File: src/hdl/svf_pkg.sv
// Shared constants, operation codes and controller/datapath types for the state variable filter.
package svf_pkg;

   // Default widths
   localparam int SAMPLE_WIDTH_DEF = 16;
   localparam int STATE_WIDTH_DEF  = 32;

   // Fixed field widths
   localparam int FS_W   = 18;
   localparam int CUT_W  = 16;
   localparam int DAMP_W = 16;
   localparam int OUT_W  = 24;
   localparam int Q30_W  = 32;

   // Sample rate and cutoff limits
   localparam logic [FS_W-1:0]  FS_MIN   = 18'd8000;
   localparam logic [FS_W-1:0]  FS_MAX   = 18'd192000;
   localparam logic [FS_W-1:0]  FS_RESET = 18'd48000;
   localparam logic [CUT_W-1:0] FC_MIN   = 16'd20;

   // Q2.30 constants
   localparam logic [Q30_W-1:0] PI_Q30    = 32'd3373259426;
   localparam logic [Q30_W-1:0] ONE_Q30   = 32'd1073741824;
   localparam logic [Q30_W-1:0] F_MAX_Q30 = 32'd1020054733;
   localparam logic [Q30_W:0]   FOUR_Q30  = 33'h1_0000_0000;

   // Damping bound: 0.98/2 * 4096 = 49*4096/100
   localparam logic [DAMP_W-1:0] Q_MIN_Q12  = 16'd410;
   localparam logic [Q30_W-1:0]  QMAX_SCALE = 32'd200704;
   localparam logic [Q30_W-1:0]  DEN_SCALE  = 32'd100;

   // Serial divider sizes
   localparam int DIV_W     = 52;
   localparam int DVS_W     = 40;
   localparam int DIV_CNT_W = $clog2(DIV_W + 1);

   // Taylor series divisors as reciprocals: floor(v/d) = (v*R) >> SH, exact for 32-bit v
   localparam logic [Q30_W:0] RCP_42    = 33'd6544712071;
   localparam int             RCP_42_SH = 38;
   localparam logic [Q30_W:0] RCP_20    = 33'd3435973837;
   localparam int             RCP_20_SH = 36;
   localparam logic [Q30_W:0] RCP_6     = 33'd2863311531;
   localparam int             RCP_6_SH  = 34;

   // Datapath operations, one per controller step
   localparam int OP_W = 5;
   localparam logic [OP_W-1:0] OP_IDLE = 5'd0;
   localparam logic [OP_W-1:0] OP_LOAD = 5'd1;
   localparam logic [OP_W-1:0] OP_DIVX = 5'd2;
   localparam logic [OP_W-1:0] OP_WX   = 5'd3;
   localparam logic [OP_W-1:0] OP_MT   = 5'd4;
   localparam logic [OP_W-1:0] OP_MT2  = 5'd5;
   localparam logic [OP_W-1:0] OP_D42  = 5'd6;
   localparam logic [OP_W-1:0] OP_WA   = 5'd7;
   localparam logic [OP_W-1:0] OP_MA   = 5'd8;
   localparam logic [OP_W-1:0] OP_D20  = 5'd9;
   localparam logic [OP_W-1:0] OP_WB   = 5'd10;
   localparam logic [OP_W-1:0] OP_MB   = 5'd11;
   localparam logic [OP_W-1:0] OP_D6   = 5'd12;
   localparam logic [OP_W-1:0] OP_WC   = 5'd13;
   localparam logic [OP_W-1:0] OP_MS   = 5'd14;
   localparam logic [OP_W-1:0] OP_FSET = 5'd15;
   localparam logic [OP_W-1:0] OP_MF2  = 5'd16;
   localparam logic [OP_W-1:0] OP_MNUM = 5'd17;
   localparam logic [OP_W-1:0] OP_MDEN = 5'd18;
   localparam logic [OP_W-1:0] OP_DQ   = 5'd19;
   localparam logic [OP_W-1:0] OP_WQ   = 5'd20;
   localparam logic [OP_W-1:0] OP_MLOW = 5'd21;
   localparam logic [OP_W-1:0] OP_MQB  = 5'd22;
   localparam logic [OP_W-1:0] OP_MFH  = 5'd23;
   localparam logic [OP_W-1:0] OP_HOLD = 5'd24;
   localparam logic [OP_W-1:0] OP_UPD  = 5'd25;

   typedef struct packed {
      logic [OP_W-1:0] op;
   } cmd_type;

   typedef struct packed {
      logic big;
      logic div_done;
   } stat_type;

endpackage

File: src/hdl/svf_ctrl.sv
// Controller: sequences the datapath operations and runs both handshakes.
module svf_ctrl (
   input  logic               clock,
   input  logic               reset,
   input  logic               req_valid,
   output logic               req_stall,
   output logic               rsp_valid,
   input  logic               rsp_stall,
   output svf_pkg::cmd_type   cmd,
   input  svf_pkg::stat_type  stat
);
   import svf_pkg::*;

   logic [OP_W-1:0] st_ff, st_in;
   logic            vld_ff, vld_in;

   // Step sequence
   always_comb begin
      st_in = st_ff;
      case (st_ff)
         OP_IDLE: if (req_valid) st_in = OP_LOAD;
         OP_LOAD: st_in = OP_DIVX;
         OP_DIVX: st_in = stat.big ? OP_FSET : OP_WX;
         OP_WX:   if (stat.div_done) st_in = OP_MT;
         OP_MT:   st_in = OP_MT2;
         OP_MT2:  st_in = OP_D42;
         OP_D42:  st_in = OP_WA;
         OP_WA:   st_in = OP_MA;
         OP_MA:   st_in = OP_D20;
         OP_D20:  st_in = OP_WB;
         OP_WB:   st_in = OP_MB;
         OP_MB:   st_in = OP_D6;
         OP_D6:   st_in = OP_WC;
         OP_WC:   st_in = OP_MS;
         OP_MS:   st_in = OP_FSET;
         OP_FSET: st_in = OP_MF2;
         OP_MF2:  st_in = OP_MNUM;
         OP_MNUM: st_in = OP_MDEN;
         OP_MDEN: st_in = OP_DQ;
         OP_DQ:   st_in = OP_WQ;
         OP_WQ:   if (stat.div_done) st_in = OP_MLOW;
         OP_MLOW: st_in = OP_MQB;
         OP_MQB:  st_in = OP_MFH;
         OP_MFH:  st_in = OP_HOLD;
         OP_HOLD: if (!vld_ff || !rsp_stall) st_in = OP_UPD;
         OP_UPD:  st_in = OP_IDLE;
         default: st_in = OP_IDLE;
      endcase
   end

   // Result valid: set on update, cleared when the transaction is taken
   always_comb begin
      vld_in = vld_ff;
      if (st_ff == OP_UPD) begin
         vld_in = 1'b1;
      end else if (vld_ff && !rsp_stall) begin
         vld_in = 1'b0;
      end
   end

   always_ff @(posedge clock) begin
      if (reset) begin
         st_ff  <= OP_IDLE;
         vld_ff <= 1'b0;
      end else begin
         st_ff  <= st_in;
         vld_ff <= vld_in;
      end
   end

   // The input transaction is taken in the load step, where the datapath captures it
   assign cmd.op    = st_ff;
   assign req_stall = (st_ff != OP_LOAD);
   assign rsp_valid = vld_ff;

endmodule

File: config.mk
export PLATFORM = sky130hd
export DESIGN_NAME = svf_ctrl
export DESIGN_NICKNAME = d
export VERILOG_FILES = /design/src/hdl/svf_pkg.sv /design/src/hdl/svf_ctrl.sv
export SDC_FILE = /design/constraint.sdc
export NUM_CORES = 1
export LEC_CHECK = 0
export ABC_CLOCK_PERIOD_IN_PS = 1900
export BUFFER_PORTS_ARGS = -buffer_cell sky130_fd_sc_hd__buf_4
export CORE_AREA = 2 2 39 41
export DETAILED_ROUTE_END_ITERATION = 8
export DIE_AREA = 0 0 41 43
export GPL_TIMING_DRIVEN = 0
export PLACE_DENSITY = 0.52
export REMOVE_ABC_BUFFERS = 1
export SLEW_MARGIN = 20
export SYNTH_ARGS = -nofsm -noshare
export SYNTH_HDL_FRONTEND = slang
export SYNTH_SLANG_ARGS = --single-unit
File: constraint.sdc
create_clock -name clock -period 1.9 [get_ports clock]
set_input_delay 0.19 -clock clock [delete_from_list [all_inputs] [get_ports clock]]
set_output_delay 0.19 -clock clock [all_outputs]
set_load 0.03 [all_outputs]
# --- Word-level counts from Yosys, hierarchy flattened ---
# Index checks and enable logic that the tools add are counted.
# Widths: inputs -> output; s select.
classes:
  eq_ne: 30
  muxes: 8
  n_reduce_logical: 7
op_table:
  columns: ["operator", "n"]
  rows:
  - ["$pmux 5 s25", 1]
  - ["$eq 5x5->1 const B", 10]
  - ["$eq 5x4->1 const B", 8]
  - ["$eq 5x3->1 const B", 4]
  - ["$mux 5", 4]
  - ["$eq 5x2->1 const B", 2]
  - ["$ne 2x2->1 const B", 4]
  - ["$eq 5x1->1 const B", 1]
  - ["$logic_not 5->1", 1]
  - ["$ne 5x1->1 const B", 1]
  - ["$mux 4", 1]
  - ["$reduce_and 4->1", 1]
  - ["$logic_not 1->1", 2]
  - ["$mux 1", 2]
  - ["$reduce_bool 2->1", 1]
  - ["$logic_and 1x1->1", 1]
  - ["$logic_or 1x1->1", 1]
word_totals:
  register_bits: 6
  output_inout_bits: 7

# --- Logic depth before layout (Yosys ltp) ---
# Gate-level depths: netlist (run 1).
logic_depth:
  ltp_word: 4
  depth_mapped: 5
  mapped_depth_nobuf: 4

# --- Worst setup path before layout (run 1) ---
# Ideal clock, no wire load.
synth_timing:
  path_type: "register to register"
  start: "register st_ff[1], in the netlist cmd[1]"
  end: "register st_ff[1], in the netlist cmd[1]"
  setup_time_ns: 0.074
  t_arrival_ns: 1.321
  required_time_ns: 1.826
  setup_slack_ns: 0.505
  path_stages_with_launch: 6
  synth_period_minus_slack_ns: 1.395
  cell_sequence: "dfxtp_1 > buf_4 > and4bb_1 > o21ai_2 > or2_1 > a31oi_1"
synth_between:
  elab_chain_cells: 3
synth_rtl:
  columns: ["item", "line", "rtl"]
  rows:
  - ["from (decl)", "svf_ctrl.sv:14", "logic [OP_W-1:0] st_ff, st_in;"]
  - ["from (signal assigned)", "svf_ctrl.sv:66", "st_ff <= st_in;"]
  - ["$eq 5x5->1, or another cell as far along", "svf_ctrl.sv:20", "case (st_ff)"]
  - ["$ne 2x2->1 (no source line)", null, null]
  - ["$reduce_and 4->1 (no source line)", null, null]
# Parallel ways exist; a longest one is shown, timed or not.
# A chain may end at the register's enable or synchronous reset.

# --- Worst setup path in the final report (run 1) ---
layout_timing:
  start: "register st_ff[0], in the netlist cmd[0]"
  end: "register st_ff[0], in the netlist cmd[0]"
# Same word-level chain as after synthesis.

==> results of run 1 <==
-- through the flow --
stage / setup WS (ns) / hold WS [ns] / utilization
after floorplan: 0.403 / 0.256 / -
after global placement: 0.415 / 0.418 / 0.355
after global routing: 0.313 / 0.160 / 0.372
after CTS: 0.392 / 0.158 / 0.372
final: 0.383 / 0.166 / 0.372
after detailed placement: 0.399 / 0.416 / 0.355
-- report_power, final --
group	switching, uW	leakage, uW	internal (uW)	total, uW
clock network	44.2	0.0000138	71.3	116
registers	29.1	0.0000489	135	164
logic	54.9	0.000134	46.4	101
total	128	0.000197	253	381
-- cells by family after synthesis --
logic type,after synthesis
AOI/OAI and AO/OA,20
DFF,6
and+or+nand+nor,20
buffers and inverters,7
-- routing by layer --
metal,wire length (um),track usage
met5,0,0
met4,0,0
met3,84,0.0942
met2,372,0.172
met1,492,0.177
-- cell type report --
class                      count  share of cell area
multi-input combinational     40               0.494
sequential                     6               0.234
timing repair buffer          12               0.175
clock buffer                   3              0.0438
tap                           16              0.0389
inverter                       2              0.0146
-- worst max-delay path, stage by stage, from the launching register on --
cell      delay [ns]
dfxtp_1         0.62
and4bb_1        0.26
o21ai_2         0.21
o21ai_1         0.11
a221oi_2        0.22
-- worst max-delay path by stage --
stage	to	slack [ns]	cells after the start
2_1_floorplan	cmd[0]	0.40	4
3_3_place_gp	cmd[0]	0.41	4
3_5_place_dp	cmd[0]	0.40	4
4_1_cts	cmd[0]	0.39	4
5_1_grt	cmd[0]	0.31	4
6_report	cmd[0]	0.38	4
-- cells in the final DEF, fill, tap and decap left out, drive strengths merged --
master,instances
nand4,1
a31o,1
nand2,4
and4bb,2
buf,12
nand3,2
or2,2
o21bai,2
a31oi,1
clkbuf,3
a2bb2oi,2
nor2b,1
a221oi,1
o31ai,1
dfxtp,6
inv,2
o211ai,1
nand3b,2
o21ai,6
nor4b,1
a21oi,5
nor2,5
-- flip-flops by register name, summed over array words and instances, names as in the netlist --
register	flops
cmd	5
rsp_valid	1
==> run metrics, run 1 <==
clk_lat worst skew 0.24 ns; Post-synth top cells dfxtp_1, a21oi_1, nor2_1, nand2_1, o21ai_1; Via density 5.25; FF-to-FF End cmd[0]; Placer Congestion 0.709; Leak 0.000197 uW; R2R depth 4; cts bufs inserted 3; input/output buffers 12; Synth area leaders dfxtp_1, a21oi_1, and4bb_1; maximum vdd drop 0.000374 V; final hold vios 0; setup_tns 0 ns; post-CTS sizing 0; number of synthesized flops with an enable pin 0; Die Y 43 um; TritonCTS clock tree yes; hold worst-path end cmd[3]; share of cells above drive strength 1 0.270; per-cell routed wire length 12.0 um; Critical path origin cmd[0]; hold buffers post-CTS 0; Slew @ Worst Pin 0.490 ns; count leader, synth dfxtp_1; mux cell area share after synthesis 0; final setup violation count 0; DIE WIDTH 41 um; hold depth 2; syn_area_per_cell 7.96 um2; relative slew slack 0.673; DP Area 492 um2; area delta synth->final 22.0%; Initial Util 0.305; # nets final 71; Top-Level Pins 13; fmax 0.659 GHz; Req. time, crit path 2.05 ns; Post-Synth Adder-Cell Area 0; Setup CP Type flip-flop to flip-flop; initial antenna violation count 0; Pwr Total 381 uW; final instance area 514 um2; post-synthesis xor/xnor area fraction 0; Post-synth top flop dfxtp_1; Post-CTS Setup Inserts 0; launch point of the worst hold path reset; Routed WL 949 um; crit path max fanout 16; Slew Limit Fails 0; routed vias 415; Post-synth ARST share 0; DRT antenna net count 0; non-filler cells in the finished layout 79; number of detailed-route iterations in the first pass 4; Multi-input gate area 254 um2; number of global-route vias before repair 361; pwr dens 741 nW/um2; reg2reg setup slack 0.38 ns; share of the synthesized area in the top cell type 0.285; number of diodes 0; first-pass GRT wire length 1.55 mm; MaxCap Viol Count 0; Placed Cells 76; RSZ-0062 raised after global routing no; startpoint types flip-flop; area occupied by registers 120 um2; initial DRC count 9; clk root buf clkbuf_4; Synth Area in Compound Gates 0.323; Simple-Gate Fraction of Synth Area 0.279; Worst setup EP type flip-flop; Synthesis Warnings 0; Tmin final 1.52 ns; CTS H-tree depth 1; RR Startpoint cmd[0]; Synth cell types 25; sequential share of the synthesized area 0.285; ratio of final minimum period to clock period 0.798; status complete, no violations; post-DP HPWL 632 um; Rows 14; Synth Cell Area 422 um2; Yosys reg bits 6; clk_skew 0.000405 ns; largest family of logic cells by synthesized area compound AO/OA/AOI/OAI gates; crit path DAT 1.67 ns; DR DRC count 0; largest net degree at the start of global routing 17; GRT overflow 0; cell taking the most area after synthesis dfxtp_1; Clk pin slew, worst setup/hold paths 0.04 ns; die area 1760 um2; Mapped Cells 53; FILL cells 151; worst hold path class input port to flip-flop; clk sink count 6; core footprint 1380 um2; GRT Resource Usage Total 0.129; CTS Buffer Depth 2
(Power assumes the default switching activity.)
==> run 2, diff against run 1 <==
--- a/config.mk
+++ b/config.mk
@@ -5,13 +5,14 @@
 export SDC_FILE = /design/constraint.sdc
 export NUM_CORES = 1
 export LEC_CHECK = 0
-export ABC_CLOCK_PERIOD_IN_PS = 1900
+export ABC_AREA = 1
+export ABC_CLOCK_PERIOD_IN_PS = 1250
 export BUFFER_PORTS_ARGS = -buffer_cell sky130_fd_sc_hd__buf_4
 export CORE_AREA = 2 2 39 41
 export DETAILED_ROUTE_END_ITERATION = 8
 export DIE_AREA = 0 0 41 43
 export GPL_TIMING_DRIVEN = 0
-export PLACE_DENSITY = 0.52
+export PLACE_DENSITY = 0.67
 export REMOVE_ABC_BUFFERS = 1
 export SLEW_MARGIN = 20
 export SYNTH_ARGS = -nofsm -noshare
==> constraint.sdc (replaced) <==
create_clock -name clock -period 1.25 [get_ports clock]
set_input_delay 0.125 -clock clock [delete_from_list [all_inputs] [get_ports clock]]
set_output_delay 0.125 -clock clock [all_outputs]
set_load 0.03 [all_outputs]
==> run 2 against run 1 <==
  * Clock-buffer cell count did not move
  * Hold slack worse by 0.10 ns
  * Sequential power rose to 2.6 times the previous value
  * Sequential share of layout area is 5.9 points lower
  * Non-clock buffer count grew 4
  * Die area unchanged
  * Setup slack got worse by 0.36 ns
  * Sequential cell count did not move
  * Cell area rose by 55%
  * Maximum frequency up 24%
  * Utilization up 20 points
  * Critical path type unchanged
  * Largest power group is now combinational logic
  * Highest routed layer is now met4
==> run metrics, run 2 <==
FILL cells 147; Pwr Total 1670 uW; # nets final 131; Simple-Gate Fraction of Synth Area 0.630; Synth cell types 19; Tmin final 1.22 ns; DR DRC count 0; Synth Cell Area 586 um2; crit path max fanout 6; hold buffers post-CTS 0; NetSw 893 uW; Setup CP Type flip-flop to flip-flop; mux cell area share after synthesis 0; worst hold path class input port to flip-flop; max reg flops 5; initial DRC count 23; per-cell routed wire length 11.8 um; Routed WL 1.63 mm; sequential power share 0.259; area delta synth->final 35.9%; sequential share of the synthesized area 0.205; Mapped Cells 105; first-pass GRT wire length 2.40 mm; syn_area_per_cell 5.58 um2; Post-synth top flop dfxtp_1; clk sink count 6; Initial Util 0.423; Req. time, crit path 1.39 ns; fraction of power spent switching nets 0.536; Logic pwr share 0.634; clk root buf clkbuf_4; share of cells above drive strength 1 0.366; Clock Power Share 0.107; maximum vdd drop 0.00114 V; Yosys reg bits 6; count leader, synth nand2_1; MaxCap Viol Count 0; cts bufs inserted 3; TritonCTS clock tree yes; largest net degree at the start of global routing 15; die area 1760 um2; RSZ-0062 raised after global routing yes; final setup violation count 0; most common library cell in the layout ignoring fill and taps nand2_1; CTS Buffer Depth 2; number of diodes 0; Synthesis Warnings 0; Post-Synth Adder-Cell Area 0; most frequent cells in the layout nand2_1, nor2_1, buf_4, nand3_1, inv_1; Synth area leaders dfxtp_1, nand2_1, nor2_1; clk_skew 0.00207 ns; Worst setup EP type flip-flop; Via density 5.30; cell taking the most area after synthesis dfxtp_1; Post-synth ARST share 0; Rows 14; final hold vios 0; ratio of final minimum period to clock period 0.978; GRT overflow 0; setup_tns 0 ns; relative slew slack 0.853; Pint 772 uW; CTS H-tree depth 1; Slew Limit Fails 0; core footprint 1380 um2; DRT antenna net count 0; Die Y 43 um; Post-synth top cells nand2_1, nor2_1, nand3_1, inv_1, dfxtp_1; Leak 0.000432 uW; GRT Resource Usage Total 0.202; Synth Area in Compound Gates 0.0662; post-DP HPWL 1.14 mm; Placer Congestion 0.882; fmax 0.818 GHz; routed vias 737; number of detailed-route iterations in the first pass 5; post-synthesis xor/xnor area fraction 0; number of global-route vias before repair 577; share of the synthesized area in the top cell type 0.205; largest family of logic cells by synthesized area simple AND/OR/NAND/NOR gates; Top-Level Pins 13; status complete, no violations; number of synthesized flops with an enable pin 0; clk_lat worst skew 0.25 ns; input/output buffers 12; Slew @ Worst Pin 0.220 ns; pwr dens 2090 nW/um2; initial antenna violation count 0; DIE WIDTH 41 um; Clk pin slew, worst setup/hold paths 0.04 ns; crit path DAT 1.36 ns; startpoint types flip-flop
==> run 2: stage by stage <==
step | area, um2 | utilization | hold slack [ns] | std cells | worst slack (ns)
6_report | 796 | 0.575 | 0.0646 | 139 | 0.0273
5_1_grt | 796 | 0.575 | 0.0634 | 139 | -0.0612
4_1_cts | 737 | 0.533 | 0.0583 | 135 | 0.0146
3_5_place_dp | 691 | 0.499 | 0.330 | 132 | -0.316
3_3_place_gp | 691 | 0.499 | 0.330 | 132 | -0.298
2_1_floorplan | 581 | - | 0.187 | 104 | -0.276
==> run 2: power by group through the flow <==
| stage | Sequential (uW) | Combinational [uW] | Clock [uW] |
|---|---|---|---|
| finish | 432 | 1060 | 178 |
| global route | 444 | 1150 | 197 |
| CTS | 406 | 971 | 187 |
| detailed placement | 380 | 945 | 0 |
| global placement | 376 | 946 | 0 |
| floorplan | 461 | 611 | 0 |
==> run 2: cell type report <==
cell class | instances | area [um2] | area share
Timing Repair Buffer | 16 | 124 | 0.156
Inverter | 14 | 55.1 | 0.0692
Multi-Input combinational cell | 84 | 435 | 0.547
Sequential cell | 6 | 139 | 0.175
Clock buffer | 3 | 22.5 | 0.0283
Tap cell | 16 | 20.0 | 0.0252
==> run 2: metal layers <==
metal	share of wire	global-route usage	wire (um)	vias to the layer above
li1	-	-	-	375
met1	0.40	0.265	650	318
met2	0.49	0.288	805	36
met3	0.081	0.0785	132	8
met4	0.028	0.0800	46	0
met5	0	0	0	-
==> run 2: kinds of logic (layout without fill, tap and decap cells) <==
kind of cell	after synthesis	after routing
simple gates	78	78
buf+inv	15	33
compound gates	6	6
flops	6	6
==> run 2: path summary, 6_finish.rpt <==
path                            startpoint   endpoint  slack (ns)  depth (start not counted)
worst max register to register      cmd[2]     cmd[2]        0.03                          9
worst min-delay path                 reset     cmd[0]        0.06                          2
worst min register to register   rsp_valid  rsp_valid        0.51                          2
worst max-delay path                cmd[2]     cmd[2]        0.03                          9
==> run 2: what timing repair did <==
action,4_1_cts,5_1_grt
pin swaps,0,5
endpoints found under the setup margin,6,5
gates resized for setup,10,9
setup buffers,0,4
==> run 2: critical path, cell delays in order, from the launching register on <==
cell and delay (ns):
dfxtp_4 0.40, inv_4 0.06, nor2_4 0.16, nand3_2 0.12, nand2_1 0.08, nand2_1 0.06
nand2_2 0.08, nand2_1 0.05, nand2_1 0.06, nor2_2 0.04
==> run 3, diff against run 2 <==
--- a/config.mk
+++ b/config.mk
@@ -8,12 +8,14 @@
 export ABC_AREA = 1
 export ABC_CLOCK_PERIOD_IN_PS = 1250
 export BUFFER_PORTS_ARGS = -buffer_cell sky130_fd_sc_hd__buf_4
-export CORE_AREA = 2 2 39 41
+export CELL_PAD_IN_SITES_DETAIL_PLACEMENT = 0
+export CELL_PAD_IN_SITES_GLOBAL_PLACEMENT = 1
+export CORE_MARGIN = 2
+export CORE_UTILIZATION = 30
 export DETAILED_ROUTE_END_ITERATION = 8
-export DIE_AREA = 0 0 41 43
 export GPL_TIMING_DRIVEN = 0
-export PLACE_DENSITY = 0.67
-export REMOVE_ABC_BUFFERS = 1
+export PLACE_DENSITY = 0.69
+export RECOVER_POWER = 50
 export SLEW_MARGIN = 20
 export SYNTH_ARGS = -nofsm -noshare
 export SYNTH_HDL_FRONTEND = slang
==> run 3 against run 2 <==
  * Power is 1.9% higher
  * Clock-buffer cell count did not move
  * Critical path depth is 6 lower
  * Die area up 32%
  * Critical endpoint is now req_stall
  * Largest cell class unchanged
==> run metrics, run 3 (synthesis gave the netlist of run 2 again) <==
core footprint 1780 um2; area delta synth->final 36.3%; DRT antenna net count 0; clk_lat worst skew 0.25 ns; initial DRC count 17; Routed WL 1.59 mm; Via density 4.88; hold buffers post-CTS 0; initial antenna violation count 0; clk root buf clkbuf_4; status complete, no violations; DIE WIDTH 48.2 um; share of cells above drive strength 1 0.372; per-cell routed wire length 10.9 um; Leak 0.000415 uW; first-pass GRT wire length 2.62 mm; clk_skew 0.00433 ns; Worst setup EP type primary output; most common library cell in the layout ignoring fill and taps nand2_1; Setup CP Type flip-flop to primary output; post-DP HPWL 1.24 mm; cts bufs inserted 3; CTS Buffer Depth 2; DR DRC count 0; Req. time, crit path 1.12 ns; worst hold path class input port to flip-flop; number of global-route vias before repair 623; setup_tns 0 ns; relative slew slack 0.759; die area 2320 um2; input/output buffers 12; Die Y 48.2 um; GRT overflow 0; Rows 15; routed vias 712; Pwr Total 1700 uW; RSZ-0062 raised after global routing yes; max reg flops 5; # nets final 129; final hold vios 0; CTS H-tree depth 1; Final Core Density 0.448; maximum vdd drop 0.00112 V; number of detailed-route iterations in the first pass 4; Clk pin slew, worst setup/hold paths 0.05 ns; crit path max fanout 7; Slew @ Worst Pin 0.362 ns; largest net degree at the start of global routing 11; Slew Limit Fails 0; startpoint types flip-flop; clk sink count 6; Tmin final 1.22 ns; MaxCap Viol Count 0; most frequent cells in the layout nand2_1, nor2_1, nand3_1, buf_4, inv_1; Top-Level Pins 13; fmax 0.819 GHz; GRT Resource Usage Total 0.161; crit path DAT 1.10 ns; Placer Congestion 0.821; Initial Util 0.328; number of diodes 0; final setup violation count 0; ratio of final minimum period to clock period 0.977; TritonCTS clock tree yes; Syn Nets 111; pwr dens 2130 nW/um2
==> run 3: cell count changes in the layout (fill, tap and decap cells not counted), moves of 2 or more <==
cell / delta
nand2_1: -2
nand2_2: +2
nor2_2: -2
nor2_4: +2
buf_4: -4
inv_2: +2
==> run 3: through the flow <==
stage               setup slack (ns)  area [um2]  hold WS [ns]  std cells
floorplan                     0.0302         592         0.180        105
global placement             -0.0389         713         0.323        142
detailed placement           -0.0198         713         0.320        142
CTS                         -0.00796         751        0.0577        145
global route                 -0.0474         798        0.0608        146
finish                        0.0289         798        0.0700        146
==> run 3: what timing repair did <==
item,CTS,global route
setup buffers,0,1
endpoints found under the setup margin,2,5
gates resized for setup,4,16
pin swaps,0,7
endpoints found under the hold margin,0,0
==> run 3: where the power goes <==
group | leakage, uW | switching, uW | internal (uW)
combinational | 0.000349 | 687 | 398
sequential | 0.0000523 | 152 | 279
clock | 0.0000138 | 72.8 | 109
total | 0.000415 | 911 | 786
==> run 3: path summary, 6_finish.rpt <==
path                                 from   endpoint  slack (ns)  cells past startpoint
worst max-delay path               cmd[2]  req_stall        0.03                      3
worst min register to register  rsp_valid  rsp_valid        0.54                      2
worst min-delay path                reset     cmd[0]        0.07                      2
worst max register to register     cmd[0]     cmd[2]        0.05                      8
==> run 3: cell type report <==
type | instances | area, um2
multi-input combinational | 84 | 450
tap | 25 | 31.3
clock buffer | 3 | 22.5
inverter | 14 | 52.6
buffer | 1 | 7.51
sequential | 6 | 136
timing repair buffer | 13 | 97.6
fill | 202 | 985
==> run 3: worst max-delay path: stages, from the launching register on <==
cell,delay [ns]
dfxtp_4,0.37
nor2_4,0.20
nand3_1,0.12
buf_6,0.15
==> run 3: layer usage <==
layer	wire length (um)	global-route usage	share of wire	vias up
li1	-	-	-	372
met1	747	0.217	0.47	321
met4	0	0.0162	0	0
met3	84	0.0444	0.053	0
met2	759	0.266	0.48	19
met5	0	0	0	-
